`config.mk`:
```
export PLATFORM = sky130hd
export DESIGN_NAME = pancake_sort_descending_top_flat
export DESIGN_NICKNAME = d
export VERILOG_FILES = /design/src/rtl/psd_pkg.sv /design/src/rtl/psd_if.sv /design/src/rtl/psd_ram.sv /design/src/rtl/pancake_sort_descending_top.sv /design/src/flat_wrapper.sv
export VERILOG_INCLUDE_DIRS = /design/src /design/src/rtl
export SDC_FILE = /design/constraint.sdc
export NUM_CORES = 1
export LEC_CHECK = 0
export BUFFER_PORTS_ARGS = -buffer_cell sky130_fd_sc_hd__buf_2
export CAP_MARGIN = 10
export CELL_PAD_IN_SITES_DETAIL_PLACEMENT = 1
export CELL_PAD_IN_SITES_GLOBAL_PLACEMENT = 1
export CORE_ASPECT_RATIO = 1.75
export CORE_UTILIZATION = 49
export DETAILED_ROUTE_END_ITERATION = 16
export PLACE_DENSITY_LB_ADDON = 0.3
export SYNTH_ARGS = -nofsm -noshare
export SYNTH_HDL_FRONTEND = slang
export SYNTH_SLANG_ARGS = --single-unit
```
`constraint.sdc`:
```
create_clock -name clk -period 4.3 [get_ports clk]
set_input_delay 0.215 -clock clk [delete_from_list [all_inputs] [get_ports clk]]
set_output_delay 0.215 -clock clk [all_outputs]
set_load 0.05 [all_outputs]
```
`src/rtl/pancake_sort_descending_top_defines.svh`:
```
// Assertion macros used by the top-level RTL.
`ifndef PANCAKE_SORT_DESCENDING_TOP_DEFINES_SVH
`define PANCAKE_SORT_DESCENDING_TOP_DEFINES_SVH

// Same-cycle implication, checked at every rising edge outside reset.
`define PSD_ASSERT_IMP(label, ante, cons) \
	label: assert property (@(posedge clk) disable iff (!arst_n) (ante) |-> (cons)) \
		else $error("assertion failed");

// Next-cycle implication, checked at every rising edge outside reset.
`define PSD_ASSERT_NXT(label, ante, cons) \
	label: assert property (@(posedge clk) disable iff (!arst_n) (ante) |=> (cons)) \
		else $error("assertion failed");

`endif

```
`src/rtl/psd_pkg.sv`:
```
package psd_pkg;

	localparam int PSD_DEPTH = 16;
	localparam int VALUE_W   = 32;

	typedef enum logic [3:0] {
		ST_LOAD,
		ST_PASS,
		ST_SCAN_RD,
		ST_SCAN_CMP,
		ST_DECIDE,
		ST_FL_CHK,
		ST_FL_RD,
		ST_FL_CAP,
		ST_FL_WR,
		ST_FIRST_RD,
		ST_EMIT_FIRST,
		ST_EMIT_RD,
		ST_EMIT
	} psd_state_t;

endpackage

```
`src/rtl/psd_if.sv`:
```
interface psd_item_if import psd_pkg::*; ();
	logic                      valid;
	logic                      ready;
	logic signed [VALUE_W-1:0] value;
	logic                      last;

	modport source (output valid, value, last, input ready);
	modport sink (input valid, value, last, output ready);
endinterface

interface psd_result_if import psd_pkg::*; ();
	logic                      valid;
	logic                      ready;
	logic signed [VALUE_W-1:0] value_res;
	logic                      last_res;
	logic                      dropped;

	modport source (output valid, value_res, last_res, dropped, input ready);
	modport sink (input valid, value_res, last_res, dropped, output ready);
endinterface

```
`src/rtl/psd_ram.sv`:
```
module psd_ram #(
	parameter int WIDTH = 32,
	parameter int DEPTH = 16
) (
	input  logic                     clk,
	input  logic                     we,
	input  logic [$clog2(DEPTH)-1:0] waddr,
	input  logic [WIDTH-1:0]         wdata,
	input  logic [$clog2(DEPTH)-1:0] raddr_a,
	output logic [WIDTH-1:0]         rdata_a,
	input  logic [$clog2(DEPTH)-1:0] raddr_b,
	output logic [WIDTH-1:0]         rdata_b
);

	logic [WIDTH-1:0] mem [DEPTH];

	always_ff @(posedge clk) begin
		if (we) begin
			mem[waddr] <= wdata;
		end
		rdata_a <= mem[raddr_a];
		rdata_b <= mem[raddr_b];
	end

endmodule

```
`src/rtl/pancake_sort_descending_top.sv`:
```
// Loading: one beat per cycle, no result until the beat marked last.
// Sorting, per pass: pass control, a max search over the unsorted part, then up to two
// flips that swap pairs by store read, capture and write; the single shared comparator
// and the one-write-port store set the pace. After the last pass, the final pass check,
// store read and emit states lead to the first result. Emitting: the first result takes
// no input beat, each later one is sent per accepted input beat after a store read. Reset clears control only.
module pancake_sort_descending_top import psd_pkg::*; #(
	parameter int DEPTH = PSD_DEPTH
) (
	input  logic                clk,
	input  logic                arst_n,
	psd_item_if.sink            item,
	psd_result_if.source        result
);

	`include "pancake_sort_descending_top_defines.svh"

	localparam int IW = $clog2(DEPTH);
	localparam int CW = $clog2(DEPTH + 1);

	psd_state_t state_q, state_d;

	logic [CW-1:0]             cnt_q, cnt_d;
	logic [CW-1:0]             pass_q, pass_d;
	logic [CW-1:0]             scan_q, scan_d;
	logic [IW-1:0]             maxpos_q, maxpos_d;
	logic signed [VALUE_W-1:0] maxval_q, maxval_d;
	logic [IW-1:0]             lo_q, lo_d;
	logic [IW-1:0]             hi_q, hi_d;
	logic                      second_q, second_d;
	logic [VALUE_W-1:0]        hold_q, hold_d;
	logic                      ovf_q, ovf_d;
	logic                      res_valid_q, res_valid_d;
	logic [VALUE_W-1:0]        res_value_q, res_value_d;
	logic                      res_last_q, res_last_d;
	logic                      res_dropped_q, res_dropped_d;

	logic                      we;
	logic [IW-1:0]             waddr;
	logic [VALUE_W-1:0]        wdata;
	logic [IW-1:0]             raddr_a, raddr_b;
	logic signed [VALUE_W-1:0] rdata_a;
	logic [VALUE_W-1:0]        rdata_b;

	logic [CW-1:0]             n_m1;
	logic [IW-1:0]             nm1_idx;
	logic [IW-1:0]             pass_idx;
	logic [CW-1:0]             pass_inc;
	logic [CW-1:0]             scan_inc;
	logic                      fin;
	logic                      out_free;
	logic                      item_acc;

	psd_ram #(
		.WIDTH (VALUE_W),
		.DEPTH (DEPTH)
	) u_store (
		.clk     (clk),
		.we      (we),
		.waddr   (waddr),
		.wdata   (wdata),
		.raddr_a (raddr_a),
		.rdata_a (rdata_a),
		.raddr_b (raddr_b),
		.rdata_b (rdata_b)
	);

	assign n_m1     = cnt_q - CW'(1);
	assign nm1_idx  = n_m1[IW-1:0];
	assign pass_idx = pass_q[IW-1:0];
	assign pass_inc = pass_q + CW'(1);
	assign scan_inc = scan_q + CW'(1);
	assign fin      = (pass_inc >= cnt_q);
	assign out_free = !res_valid_q || result.ready;
	assign item_acc = item.valid && item.ready;

	assign result.valid     = res_valid_q;
	assign result.value_res = res_value_q;
	assign result.last_res  = res_last_q;
	assign result.dropped   = res_dropped_q;

	always_comb begin
		state_d       = state_q;
		cnt_d         = cnt_q;
		pass_d        = pass_q;
		scan_d        = scan_q;
		maxpos_d      = maxpos_q;
		maxval_d      = maxval_q;
		lo_d          = lo_q;
		hi_d          = hi_q;
		second_d      = second_q;
		hold_d        = hold_q;
		ovf_d         = ovf_q;
		res_valid_d   = res_valid_q;
		res_value_d   = res_value_q;
		res_last_d    = res_last_q;
		res_dropped_d = res_dropped_q;
		we            = 1'b0;
		waddr         = cnt_q[IW-1:0];
		wdata         = item.value;
		raddr_a       = pass_idx;
		raddr_b       = hi_q;
		item.ready    = 1'b0;

		// drop the result once taken
		if (res_valid_q && result.ready) begin
			res_valid_d = 1'b0;
		end

		case (state_q)
			ST_LOAD: begin
				item.ready = 1'b1;
				if (item_acc) begin
					if (cnt_q < CW'(DEPTH)) begin
						we    = 1'b1;
						cnt_d = cnt_q + CW'(1);
					end else begin
						ovf_d = 1'b1;
					end
					if (item.last) begin
						pass_d  = '0;
						state_d = ST_PASS;
					end
				end
			end
			ST_PASS: begin
				if (pass_inc < cnt_q) begin
					scan_d   = pass_q;
					maxpos_d = pass_idx;
					state_d  = ST_SCAN_RD;
				end else begin
					pass_d  = '0;
					state_d = ST_FIRST_RD;
				end
			end
			ST_SCAN_RD: begin
				raddr_a = scan_q[IW-1:0];
				state_d = ST_SCAN_CMP;
			end
			ST_SCAN_CMP: begin
				// strict compare keeps the lowest position among equal maxima
				if (scan_q == pass_q || rdata_a > maxval_q) begin
					maxval_d = rdata_a;
					maxpos_d = scan_q[IW-1:0];
				end
				scan_d = scan_inc;
				if (scan_inc < cnt_q) begin
					state_d = ST_SCAN_RD;
				end else begin
					state_d = ST_DECIDE;
				end
			end
			ST_DECIDE: begin
				if (maxpos_q == pass_idx) begin
					pass_d  = pass_inc;
					state_d = ST_PASS;
				end else if (maxpos_q != nm1_idx) begin
					lo_d     = maxpos_q;
					hi_d     = nm1_idx;
					second_d = 1'b0;
					state_d  = ST_FL_CHK;
				end else begin
					lo_d     = pass_idx;
					hi_d     = nm1_idx;
					second_d = 1'b1;
					state_d  = ST_FL_CHK;
				end
			end
			ST_FL_CHK: begin
				if (lo_q < hi_q) begin
					state_d = ST_FL_RD;
				end else if (!second_q) begin
					// max is on top now: flip it down into place
					lo_d     = pass_idx;
					hi_d     = nm1_idx;
					second_d = 1'b1;
				end else begin
					pass_d  = pass_inc;
					state_d = ST_PASS;
				end
			end
			ST_FL_RD: begin
				raddr_a = lo_q;
				raddr_b = hi_q;
				state_d = ST_FL_CAP;
			end
			ST_FL_CAP: begin
				we      = 1'b1;
				waddr   = hi_q;
				wdata   = rdata_a;
				hold_d  = rdata_b;
				state_d = ST_FL_WR;
			end
			ST_FL_WR: begin
				we      = 1'b1;
				waddr   = lo_q;
				wdata   = hold_q;
				lo_d    = lo_q + IW'(1);
				hi_d    = hi_q - IW'(1);
				state_d = ST_FL_CHK;
			end
			ST_FIRST_RD: begin
				state_d = ST_EMIT_FIRST;
			end
			ST_EMIT_RD: begin
				state_d = ST_EMIT;
			end
			ST_EMIT_FIRST, ST_EMIT: begin
				if (state_q == ST_EMIT) begin
					item.ready = out_free;
				end
				if ((state_q == ST_EMIT_FIRST && out_free) || (state_q == ST_EMIT && item_acc))
				begin
					res_valid_d   = 1'b1;
					res_value_d   = rdata_a;
					res_last_d    = fin;
					res_dropped_d = ovf_q;
					if (fin) begin
						cnt_d    = '0;
						pass_d   = '0;
						maxpos_d = '0;
						ovf_d    = 1'b0;
						state_d  = ST_LOAD;
					end else begin
						pass_d  = pass_inc;
						state_d = ST_EMIT_RD;
					end
				end
			end
			default: begin
				state_d = ST_LOAD;
			end
		endcase
	end

	always_ff @(posedge clk or negedge arst_n) begin
		if (!arst_n) begin
			state_q <= ST_LOAD;
		end else begin
			state_q <= state_d;
		end
	end

	always_ff @(posedge clk or negedge arst_n) begin
		if (!arst_n) begin
			cnt_q       <= '0;
			pass_q      <= '0;
			scan_q      <= '0;
			maxpos_q    <= '0;
			lo_q        <= '0;
			hi_q        <= '0;
			second_q    <= 1'b0;
			ovf_q       <= 1'b0;
			res_valid_q <= 1'b0;
		end else begin
			cnt_q       <= cnt_d;
			pass_q      <= pass_d;
			scan_q      <= scan_d;
			maxpos_q    <= maxpos_d;
			lo_q        <= lo_d;
			hi_q        <= hi_d;
			second_q    <= second_d;
			ovf_q       <= ovf_d;
			res_valid_q <= res_valid_d;
		end
	end

	always_ff @(posedge clk) begin
		maxval_q      <= maxval_d;
		hold_q        <= hold_d;
		res_value_q   <= res_value_d;
		res_last_q    <= res_last_d;
		res_dropped_q <= res_dropped_d;
	end

	`PSD_ASSERT_IMP(a_busy_not_ready, (state_q != ST_LOAD && state_q != ST_EMIT), !item.ready)
	`PSD_ASSERT_IMP(a_count_bound, 1'b1, cnt_q <= CW'(DEPTH))
	`PSD_ASSERT_IMP(a_flip_order, state_q == ST_FL_RD, lo_q < hi_q)
	`PSD_ASSERT_IMP(a_max_range, state_q == ST_DECIDE,
		(maxpos_q >= pass_idx) && (CW'(maxpos_q) < cnt_q))
	`PSD_ASSERT_NXT(a_fin_reload, (state_q == ST_EMIT && item_acc && fin),
		(state_q == ST_LOAD) && (cnt_q == '0) && !ovf_q)

endmodule

```
`src/flat_wrapper.sv`:
```
// flat-port wrapper written by rule: the top's interface ports become plain ports
module pancake_sort_descending_top_flat import psd_pkg::*;
#(
	parameter int DEPTH = PSD_DEPTH
)
  (clk, arst_n, item_valid, item_value, item_last, item_ready, result_valid, result_value_res, result_last_res, result_dropped, result_ready);
  psd_item_if item_i ();
  psd_result_if result_i ();
  input  logic clk;
  input  logic arst_n;
  input wire logic [$bits(item_i.valid)-1:0] item_valid;
  input wire logic [$bits(item_i.value)-1:0] item_value;
  input wire logic [$bits(item_i.last)-1:0] item_last;
  output wire logic [$bits(item_i.ready)-1:0] item_ready;
  output wire logic [$bits(result_i.valid)-1:0] result_valid;
  output wire logic [$bits(result_i.value_res)-1:0] result_value_res;
  output wire logic [$bits(result_i.last_res)-1:0] result_last_res;
  output wire logic [$bits(result_i.dropped)-1:0] result_dropped;
  input wire logic [$bits(result_i.ready)-1:0] result_ready;
  assign item_i.valid = item_valid;
  assign item_i.value = item_value;
  assign item_i.last = item_last;
  assign item_ready = item_i.ready;
  assign result_valid = result_i.valid;
  assign result_value_res = result_i.value_res;
  assign result_last_res = result_i.last_res;
  assign result_dropped = result_i.dropped;
  assign result_i.ready = result_ready;
  pancake_sort_descending_top #(.DEPTH(DEPTH)) u_core (.clk(clk), .arst_n(arst_n), .item(item_i), .result(result_i));
endmodule
```
==> summary.txt, run 1 <==
Synth
  • Ys async rst share: a little under 5%
  • Top cell type's share of synthesized area: between 50% and 60%
  • Syn nets: just over 2000
  • Largest area contributor in the synthesized netlist: edfxtp_1
  • Top cells by count, synth: edfxtp_1 (610), mux2i_1 (234), mux4_2 (192), nand2_1 (106), nor2_1 (76)
  • Synthesized cell area: between 30000 and 40000 um^2
  • #FFs+latches synth: just over 700
  • Post-synthesis sequential area ratio: between 60 and 70%
  • Cell count after synthesis: ~1900
  • Synth top area cells: edfxtp_1 (57%), mux4_2 (14%), mux2i_1 (7.3%), dfxtp_1 (4.0%), dfrtp_1 (2.7%)
  • Most frequent cell after synthesis: edfxtp_1
  • EDFF count, synth: around 600
  • Main synth FF type: edfxtp_1
  • Yosys warnings: 0
  • Synthesized area per cell: around 17 um^2
  • Distinct cells, synth: slightly above 60

Route
  • DRC Markers: 0
  • Highest routed metal layer: met4
  • Routed wl met3: between 4000 and 5000 um
  • Routed wire per std cell: about 32 um
  • Via density: roughly 6.6
  • Pre-antenna DRT Iters: 5
  • Met2 WL: 48800 um
  • DRT iter0 DRCs: 1716
  • Detailed Route WL: just over 90000 um
  • Post-route ant nets: 0
  • Vias: roughly 19000
  • Met1 Routed Length: 33990 um

Place
  • Post-DP HPWL: 55690 um
  • Dpl cells: ~2800
  • GP Congestion: roughly 0.86
  • Port-buffer cells: between 70 and 80

Cells and area
  • Layout cells sized above 1: around 23%
  • Multi-input combinational cell area: roughly 11000 um^2
  • Fin nets: around 2100
  • Layout Area Growth over Synthesis: 12.44%
  • Register area: 20460 um^2
  • Antenna diode count: 0
  • Post-Layout Cell Count: 2883
  • # fillers: around 6000

Clocking
  • Post-CTS Setup Bufs: 0
  • Clk sinks: roughly 700
  • Inserted Clock Buffers: 66
  • Clock-pin slew of the registers on the worst-case setup and hold paths: 0.06 ns
  • Root buf cell: clkbuf_16
  • H-tree depth: 3
  • CTS tree: done
  • Clock latency on the worst-skew pair: slightly above 0.6 ns
  • Max Buffers Root-to-Sink: 3

Flow run
  • Max_cap viols: 0

Setup path
  • Critical path's slowest cell: nor2_4
  • Critical path launch point type: flip-flop
  • Worst path required time: about 4.6 ns
  • Worst path arrival time: ~4 ns
  • Worst Path Max Fanout: 24
  • CP top delay family: simple AND/OR/NAND/NOR gates
  • Max incr delay on CP: approximately 0.7 ns
  • Cell mode on critical path: nand2_1
  • Crit path buffers/inverters: 1
  • WS Path Type: reg2reg
  • Crit-path cells: nor2_1 > nand2_1 > nand2_1 > a21oi_1 > a21oi_1 > nand2_1 > nor2_4 > buf_12
  • Crit. End Element: flip-flop

Floorplanning
  • Starting Density: 49.65%
  • Ports: 73
  • # rows: approximately 120
  • Die Wd: 195 um
  • Die area: roughly 66000 um^2
  • Die height: between 300 and 400 um
  • Core area: around 64000 um^2

Pwr
  • Pwr dens: between 700 and 800 nW/um^2
  • Combinational share of power: 40.9%
  • VDD IR max: ~0.57 mV
  • Net Sw Frac: around 36%
  • Pleak: 13.09 nW
  • Switch Pwr: around 0.0095 W
  • Internal: approximately 0.017 W
  • Seq pwr share: 36.4%
  • Clk pwr share: a little under a quarter
  • Power Total: between 0.02 and 0.03 W

Timing
  • Setup total negative slack: 0 ns
  • Max Clock Skew: approximately 0.023 ns
  • Final hold viol count: 0
  • Fmax achieved: approximately 0.27 GHz
  • Final worst path period need: around 3.7 ns
  • # setup viols final: 0
  • Worst slew pin tran: roughly 1.1 ns
  • Tcrit/Tclk final: a little under nine tenths
  • Relative slew slack: a little under 30%
  • RSZ-0062 raised after global routing: no
  • Slew Viols, Final: 0

Global route
  • Total grt overflow: 0
  • Antenna violations before repair: 0
  • Vias in the first global route: between 20000 and 25000
  • Largest net degree at the start of global routing: 120
  • Gr usage total: 28.10%
  • First-pass GRT wire length: roughly 140000 um

Status
  • Outcome: completed

Min path
  • Hold crit path type: in2reg
==> placed cells by master, fill, tap and decap left out, types with 5 or more instances in the layout <==
cell and count:
buf_12 18, nand4_1 12, nand2b_1 11, dfxtp_1 64
nor3_1 9, dfrtp_1 31, nand3_1 19, nor2_1 56
clkinv_1 7, a21oi_1 42, inv_1 50, buf_4 44
nand2_1 106, mux2i_1 234, clkbuf_8 9, edfxtp_1 610
nor2_4 20, clkbuf_1 12, a22oi_1 66, a21o_1 5
clkinv_2 11, a221oi_1 66, buf_2 72, ha_1 50
o21ai_0 54, xor2_1 10, mux4_2 192, xnor2_1 14
o22ai_1 5, clkbuf_16 71
==> path summary, 6_finish.rpt <==
kind	start	to	slack, ns	depth (start not counted)
setup / recovery	u_core.state_q[1]	u_core.u_store.mem[12][12]	0.61	8
min in group asynchronous	arst_n	u_core.maxpos_q[2]	0.28	2
setup reg to reg	u_core.state_q[1]	u_core.u_store.mem[12][12]	0.61	8
hold / removal	item_valid	u_core.state_q[3]	0.11	4
hold reg to reg	u_core.u_store.rdata_b[6]	u_core.hold_q[6]	0.40	0
max in group asynchronous	arst_n	u_core.hi_q[0]	3.39	2
==> timing repair <==
action                    CTS  global route
hold buffers                2             0
hold endpoints to repair   35             0
resized for setup           0             0
==> kinds of logic after synthesis <==
family	after synthesis	share of synthesized area, %
DFF	708	64.02
muxes	433	21.12
AOI/OAI and AO/OA	286	6.271
and+or+nand+nor	259	3.608
buffers and inverters	169	2.264
adders and majority gates	51	1.990
xor gates and xnor gates	25	0.7286
==> flip-flops by register name, summed over array words and instances (netlist names) <==
name                     count
u_core.hi_q                  4
u_core.result.value_res     32
u_core.maxpos_q              4
u_core.cnt_q                 5
u_core.result.dropped        1
u_core.scan_q                5
u_core.lo_q                  4
u_core.pass_q                5
u_core.result.last_res       1
u_core.result.valid          1
u_core.hold_q               32
u_core.state_q               4
u_core.u_store.rdata_b      32
u_core.maxval_q             32
u_core.u_store.mem         512
u_core.second_q              1
u_core.u_store.rdata_a      32
u_core.ovf_q                 1
==> tightest hold or removal path, cell delays in order <==
cell	delay (ns)
buf_2	0.12
a21oi_1	0.12
o21bai_1	0.13
o21ai_0	0.09
==> cell type report <==
type	instances	area share, %
inverter	53	0.5539
sequential	708	56.96
clock buffer	92	5.417
timing repair buffer	136	2.982
tap	812	2.829
clock inverter	28	0.6480
multi-input combinational	1054	30.61
==> power groups by stage <==
stage / registers, W / logic [W] / clock network (W)
finish: 0.00957 / 0.0107 / 0.00596
global route: 0.00963 / 0.0115 / 0.00626
CTS: 0.00956 / 0.0109 / 0.00605
detailed placement: 0.00970 / 0.0108 / 0
global placement: 0.00965 / 0.0104 / 0
floorplan: 0.00935 / 0.00777 / 0
==> layer usage <==
layer / up-vias / global-route usage [%]
met5: - / 0
met4: 0 / 13.81
met3: 230 / 3.070
met2: 711 / 50.51
met1: 10120 / 33.37
li1: 8005 / -
==> through the flow <==
| step | setup WS (ns) | hold WS, ns | util (%) | instance area (um^2) |
|---|---|---|---|---|
| floorplan | 0.4117 | -0.08059 | - | 31950 |
| global placement | 0.7987 | 0.3742 | 52.41 | 33720 |
| detailed placement | 0.7118 | 0.3777 | 52.41 | 33720 |
| CTS | 0.6637 | 0.07811 | 55.83 | 35920 |
| global route | 0.4347 | 0.1310 | 55.83 | 35920 |
| finish | 0.6085 | 0.1103 | 55.83 | 35920 |
No activity file was read; power rests on OpenSTA's default activity.
==> run 2, diff against run 1 <==
--- a/config.mk
+++ b/config.mk
@@ -11,7 +11,9 @@
 export CELL_PAD_IN_SITES_DETAIL_PLACEMENT = 1
 export CELL_PAD_IN_SITES_GLOBAL_PLACEMENT = 1
 export CORE_ASPECT_RATIO = 1.75
-export CORE_UTILIZATION = 49
+export CORE_UTILIZATION = 51
+export CTS_BUF_LIST = sky130_fd_sc_hd__clkbuf_8
+export CTS_CLUSTER_DIAMETER = 50
 export DETAILED_ROUTE_END_ITERATION = 16
 export PLACE_DENSITY_LB_ADDON = 0.3
 export SYNTH_ARGS = -nofsm -noshare
==> summary.txt, run 2 (synthesized netlist as in run 1, its figures left out) <==
Status
  • Outcome: completed

Floorplanning
  • Core area: between 60000 and 70000 um^2
  • Starting Density: between 50% and 60%
  • Ports: 73
  • Die Wd: around 190 um
  • Die height: 333.1 um
  • # rows: 121
  • Die area: 63680 um^2

Timing
  • Final worst path period need: about 3.8 ns
  • Setup total negative slack: 0 ns
  • # setup viols final: 0
  • Relative slew slack: approximately 35%
  • Slew Viols, Final: 0
  • Worst slew pin tran: slightly below 1 ns
  • RSZ-0062 raised after global routing: no
  • Final hold viol count: 0
  • Final hold slack: about 0.055 ns
  • Tcrit/Tclk final: 87.24%
  • Max Clock Skew: about 0.023 ns
  • Fmax achieved: about 0.27 GHz

Clocking
  • H-tree depth: 3
  • Root buf cell: clkbuf_8
  • Clk sinks: around 710
  • Post-CTS Setup Bufs: 0
  • Inserted Clock Buffers: between 90 and 100
  • Clock-pin slew of the registers on the worst-case setup and hold paths: roughly 0.07 ns
  • Clock latency on the worst-skew pair: 0.71 ns
  • CTS tree: done
  • Max Buffers Root-to-Sink: 3

Setup path
  • Worst path required time: between 4 and 5 ns
  • Crit-path cells: nor2_1 > nand2_1 > nand2_1 > a21oi_1 > a21oi_1 > nand2_1 > nor2_4 > buf_4
  • Critical path's slowest cell: nor2_4
  • Worst path arrival time: between 4 and 5 ns
  • WS Path Type: reg2reg
  • Crit. End Element: flip-flop
  • Reg-to-reg endpoint: u_core.u_store.mem[8][27]
  • Reg2Reg Depth: 8
  • Critical path launch point type: flip-flop
  • CP top delay family: simple AND/OR/NAND/NOR gates
  • Worst Path Max Fanout: 20
  • Crit path buffers/inverters: 1
  • Worst R2R Setup Slack: around 0.55 ns
  • Reg2reg start: u_core.state_q[1]
  • Cell mode on critical path: nand2_1
  • Max incr delay on CP: 0.83 ns

Cells and area
  • Layout Area Growth over Synthesis: 11.69%
  • Largest register FFs: 512
  • Most flops, register: u_core.u_store.mem
  • Most frequent cells in the layout: edfxtp_1 (610), mux2i_1 (234), mux4_2 (192), clkbuf_8 (109), nand2_1 (106)
  • Fin nets: between 2000 and 2500
  • Most common cell after layout, fill and taps aside: edfxtp_1
  • Layout cells sized above 1: between 20 and 25%

Min path
  • Hold path depth: 4
  • Hold EP: u_core.cnt_q[4]
  • Hold crit path type: in2reg
  • HP Start: item_valid

Place
  • GP Congestion: between 0.8 and 0.9
  • Post-DP HPWL: roughly 57000 um
  • Port-buffer cells: just over 70

Route
  • DRC Markers: 0
  • Vias: around 20000
  • Detailed Route WL: 92480 um
  • Routed wire per std cell: ~31 um
  • Post-route ant nets: 0
  • Via density: between 6 and 7
  • DRT iter0 DRCs: roughly 1500
  • Pre-antenna DRT Iters: 5

Global route
  • Largest net degree at the start of global routing: between 100 and 150
  • Total grt overflow: 0
  • Antenna violations before repair: 1
  • First-pass GRT wire length: ~140000 um
  • Vias in the first global route: roughly 21000
  • Gr usage total: between 20% and 30%

Pwr
  • Pleak: around 13 nW
  • Net Sw Frac: a little under two fifths
  • Combinational share of power: between 40% and 50%
  • Switch Pwr: 0.009546 W
  • VDD IR max: 0.5914 mV
  • Clk pwr share: between 10% and 20%
  • Power Total: 0.02555 W
  • Seq pwr share: 37.3%
  • Internal: 0.01601 W
  • Pwr dens: between 700 and 800 nW/um^2

Flow run
  • Max_cap viols: 0
-- run 2: cell types whose count changed in the layout (fill, tap and decap cells not counted), sizes merged --
cell / change
clkinvlp: -3
diode: +1
inv: +36
dlygate4sd3: +1
buf: +3
clkinv: +16
clkbuf: +17
-- run 2: repair_timing --
action                    CTS  global route
hold buffers                3             0
hold endpoints to repair   35             0
gates resized for setup     0             0
-- run 2: per-stage QoR --
step	area (um^2)	cells	setup slack, ns	utilization, %
after detailed placement	33740	2751	0.6045	54.36
after floorplan	31950	1931	0.4117	-
after global routing	35680	2941	0.3310	57.47
final	35680	2941	0.5485	57.47
after global placement	33740	2751	0.7170	54.36
after CTS	35670	2940	0.5502	57.47
-- run 2: worst register-to-register path: stages (launching register included) --
cell and delay, ns:
dfrtp_1 0.54, nor2_1 0.47, nand2_1 0.33, nand2_1 0.17, a21oi_1 0.08, a21oi_1 0.26
nand2_1 0.32, nor2_4 0.83, buf_4 0.42
-- run 2: layout make-up --
class | instances | area [um^2]
multi-input combinational | 1054 | 11000
sequential | 708 | 20460
tap | 799 | 999.7
inverter | 53 | 198.9
fill | 5718 | 26400
antenna | 1 | 2.502
timing repair buffer | 140 | 1116
clock inverter | 77 | 400.4
clock buffer | 109 | 1500
-- run 2: how the worst max path moves through the flow --
stage | start | end | slack (ns) | depth (start not counted)
2_1_floorplan | u_core.maxval_q[23] | u_core.maxval_q[0] | 0.41 | 9
3_3_place_gp | u_core.state_q[3] | u_core.u_store.mem[9][24] | 0.72 | 8
3_5_place_dp | u_core.state_q[1] | u_core.u_store.mem[8][24] | 0.60 | 8
4_1_cts | u_core.state_q[1] | u_core.u_store.mem[8][28] | 0.55 | 8
5_1_grt | u_core.state_q[1] | u_core.u_store.mem[8][27] | 0.33 | 8
6_report | u_core.state_q[1] | u_core.u_store.mem[8][27] | 0.55 | 8
-- run 2: layer usage --
metal / global-route usage (%) / part of all wire (%) / vias to the layer above
li1: - / - / 8101
met1: 35.19 / 36 / 10280
met2: 52.77 / 53 / 907
met3: 3.894 / 6.4 / 230
met4: 14.66 / 4.6 / 0
met5: 0 / 0 / -
-- run 2: power by group through the flow --
stage	logic [W]	registers [W]	clock network (W)
finish	0.0109	0.00954	0.00508
CTS	0.0110	0.00952	0.00517
global route	0.0117	0.00959	0.00541
floorplan	0.00777	0.00935	0
global placement	0.0105	0.00962	0
detailed placement	0.0109	0.00966	0
==> run 3, diff against run 2 <==
--- a/config.mk
+++ b/config.mk
@@ -11,6 +11,7 @@
 export CELL_PAD_IN_SITES_DETAIL_PLACEMENT = 1
 export CELL_PAD_IN_SITES_GLOBAL_PLACEMENT = 1
 export CORE_ASPECT_RATIO = 1.75
+export CORE_MARGIN = 2
 export CORE_UTILIZATION = 51
 export CTS_BUF_LIST = sky130_fd_sc_hd__clkbuf_8
 export CTS_CLUSTER_DIAMETER = 50
==> summary.txt, run 3 (synthesized netlist as in run 1, its figures left out) <==
Status
  • Outcome: completed

Cells and area
  • Most flops, register: u_core.u_store.mem
  • Most frequent cells in the layout: edfxtp_1 (610), mux2i_1 (234), mux4_2 (192), clkbuf_8 (121), nand2_1 (106)
  • Fin nets: about 2200
  • Most common cell after layout, fill and taps aside: edfxtp_1
  • Largest register FFs: 512
  • Layout Area Growth over Synthesis: 12.29%
  • Layout cells sized above 1: 24.36%

Global route
  • First-pass GRT wire length: roughly 140000 um
  • Gr usage total: 29.54%
  • Antenna violations before repair: 2
  • Total grt overflow: 0
  • Vias in the first global route: ~21000
  • Largest net degree at the start of global routing: approximately 110

Setup path
  • Critical path launch point type: flip-flop
  • WS Path Type: reg2reg
  • Crit. End Element: flip-flop
  • Worst path arrival time: a little under 4 ns
  • Worst path required time: 4.61 ns
  • Worst Path Max Fanout: 32

Clocking
  • CTS tree: done
  • Inserted Clock Buffers: just over 100
  • Post_cts resized: 0
  • H-tree depth: 3
  • Clock latency on the worst-skew pair: between 0.7 and 0.8 ns
  • Clock-pin slew of the registers on the worst-case setup and hold paths: about 0.07 ns
  • Clk sinks: between 700 and 800
  • Root buf cell: clkbuf_8
  • Max Buffers Root-to-Sink: 3

Timing
  • Worst slew pin tran: 1.168 ns
  • Final worst path period need: between 3 and 4 ns
  • Slew Viols, Final: 0
  • # setup viols final: 0
  • RSZ-0062 raised after global routing: no
  • Relative slew slack: 21.86%
  • Final hold viol count: 0
  • Setup total negative slack: 0 ns
  • Max Clock Skew: around 0.040 ns
  • Final WS setup: 0.6828 ns
  • Tcrit/Tclk final: around 84%
  • Fmax achieved: 0.2765 GHz

Route
  • DRT iter0 DRCs: ~1600
  • Pre-antenna DRT Iters: 7
  • Via density: approximately 6.6
  • Vias: ~20000
  • Post-route ant nets: 0
  • Routed wire per std cell: 31.75 um
  • Detailed Route WL: 93690 um
  • DRC Markers: 0

Place
  • Port-buffer cells: around 70
  • Post-DP HPWL: 58040 um
  • GP Congestion: 0.8625
  • Pre-CTS setup slack: approximately 0.77 ns

Floorplanning
  • Ports: 73
  • Core area: just over 60000 um^2
  • # rows: about 120
  • Starting Density: about 50%
  • Die Wd: roughly 190 um
  • Die area: roughly 65000 um^2
  • Die height: 335.1 um

Flow run
  • Max_cap viols: 0

Pwr
  • VDD IR max: roughly 0.77 mV
  • Pleak: roughly 13 nW
  • Pwr dens: slightly above 700 nW/um^2

Min path
  • Hold crit path type: in2async
[run 3: cell types whose count changed in the layout (fill, tap and decap cells not counted)]
cell,previous run,this run
clkinv_4,0,1
inv_8,1,3
inv_6,2,1
bufinv_16,3,2
buf_4,46,52
clkinv_2,9,16
clkbuf_8,109,121
inv_1,86,79
clkinvlp_4,1,3
clkinv_1,26,14
dlygate4sd3_1,3,4
[run 3: routing by layer]
layer  vias up  global-route usage [%]  wire length, um
met5         -                       0                0
met4         0                   14.44             4607
met3       259                   4.881             5859
met2       854                   52.01            49510
met1     10380                   34.75            33710
li1       8120                       -                -
[run 3: power by group]
group	leakage, nW	switching (W)	internal [W]
sequential	6.45	0.000771	0.00882
combinational	5.64	0.00624	0.00468
clock	1.16	0.00265	0.00269
[run 3: worst paths after layout]
check,depth (start not counted),endpoint,slack [ns],startpoint
min,2,u_core.scan_q[0],0.18,arst_n
max,8,u_core.u_store.mem[12][24],0.68,u_core.state_q[1]
min reg2reg,0,u_core.hold_q[24],0.38,u_core.u_store.rdata_b[24]
min in group clk,3,u_core.u_store.mem[13][14],0.18,item_value[14]
max in group asynchronous,2,u_core.hi_q[0],3.46,arst_n
max reg2reg,8,u_core.u_store.mem[12][24],0.68,u_core.state_q[1]
[run 3: worst max-delay path, stage by stage (launching register included)]
cell     delay (ns)
dfrtp_1        0.67
nor2_1         0.58
nand2_1        0.34
nand2_1        0.15
a21oi_1        0.07
a21oi_1        0.28
nand2_1        0.32
nor2_4         0.21
buf_4          0.60
[run 3: area by class of cell]
cell class | instances | area, um^2
antenna | 1 | 2.502
clock buffer | 121 | 1665
clock inverter | 68 | 371.6
fill | 5691 | 26210
inverter | 53 | 198.9
multi-input combinational | 1054 | 11000
sequential | 708 | 20460
tap | 799 | 999.7
timing repair buffer | 147 | 1171
[run 3: per-stage QoR]
stage          instance area (um^2)  power [W]  std cells  utilization [%]  hold WS, ns
2_1_floorplan                 31950    0.01713       1931                -     -0.08059
3_3_place_gp                  33790    0.02021       2757            54.43       0.3602
3_5_place_dp                  33790    0.02069       2757            54.43       0.3766
4_1_cts                       35860    0.02603       2950            57.78       0.1149
5_1_grt                       35870    0.02704       2951            57.78       0.1935
6_report                      35870    0.02586       2951            57.78       0.1788
[run 3: timing repair]
action / CTS / global route
hold endpoints to repair: 37 / 0
hold buffers: 4 / 0
setup buffers: 0 / 0
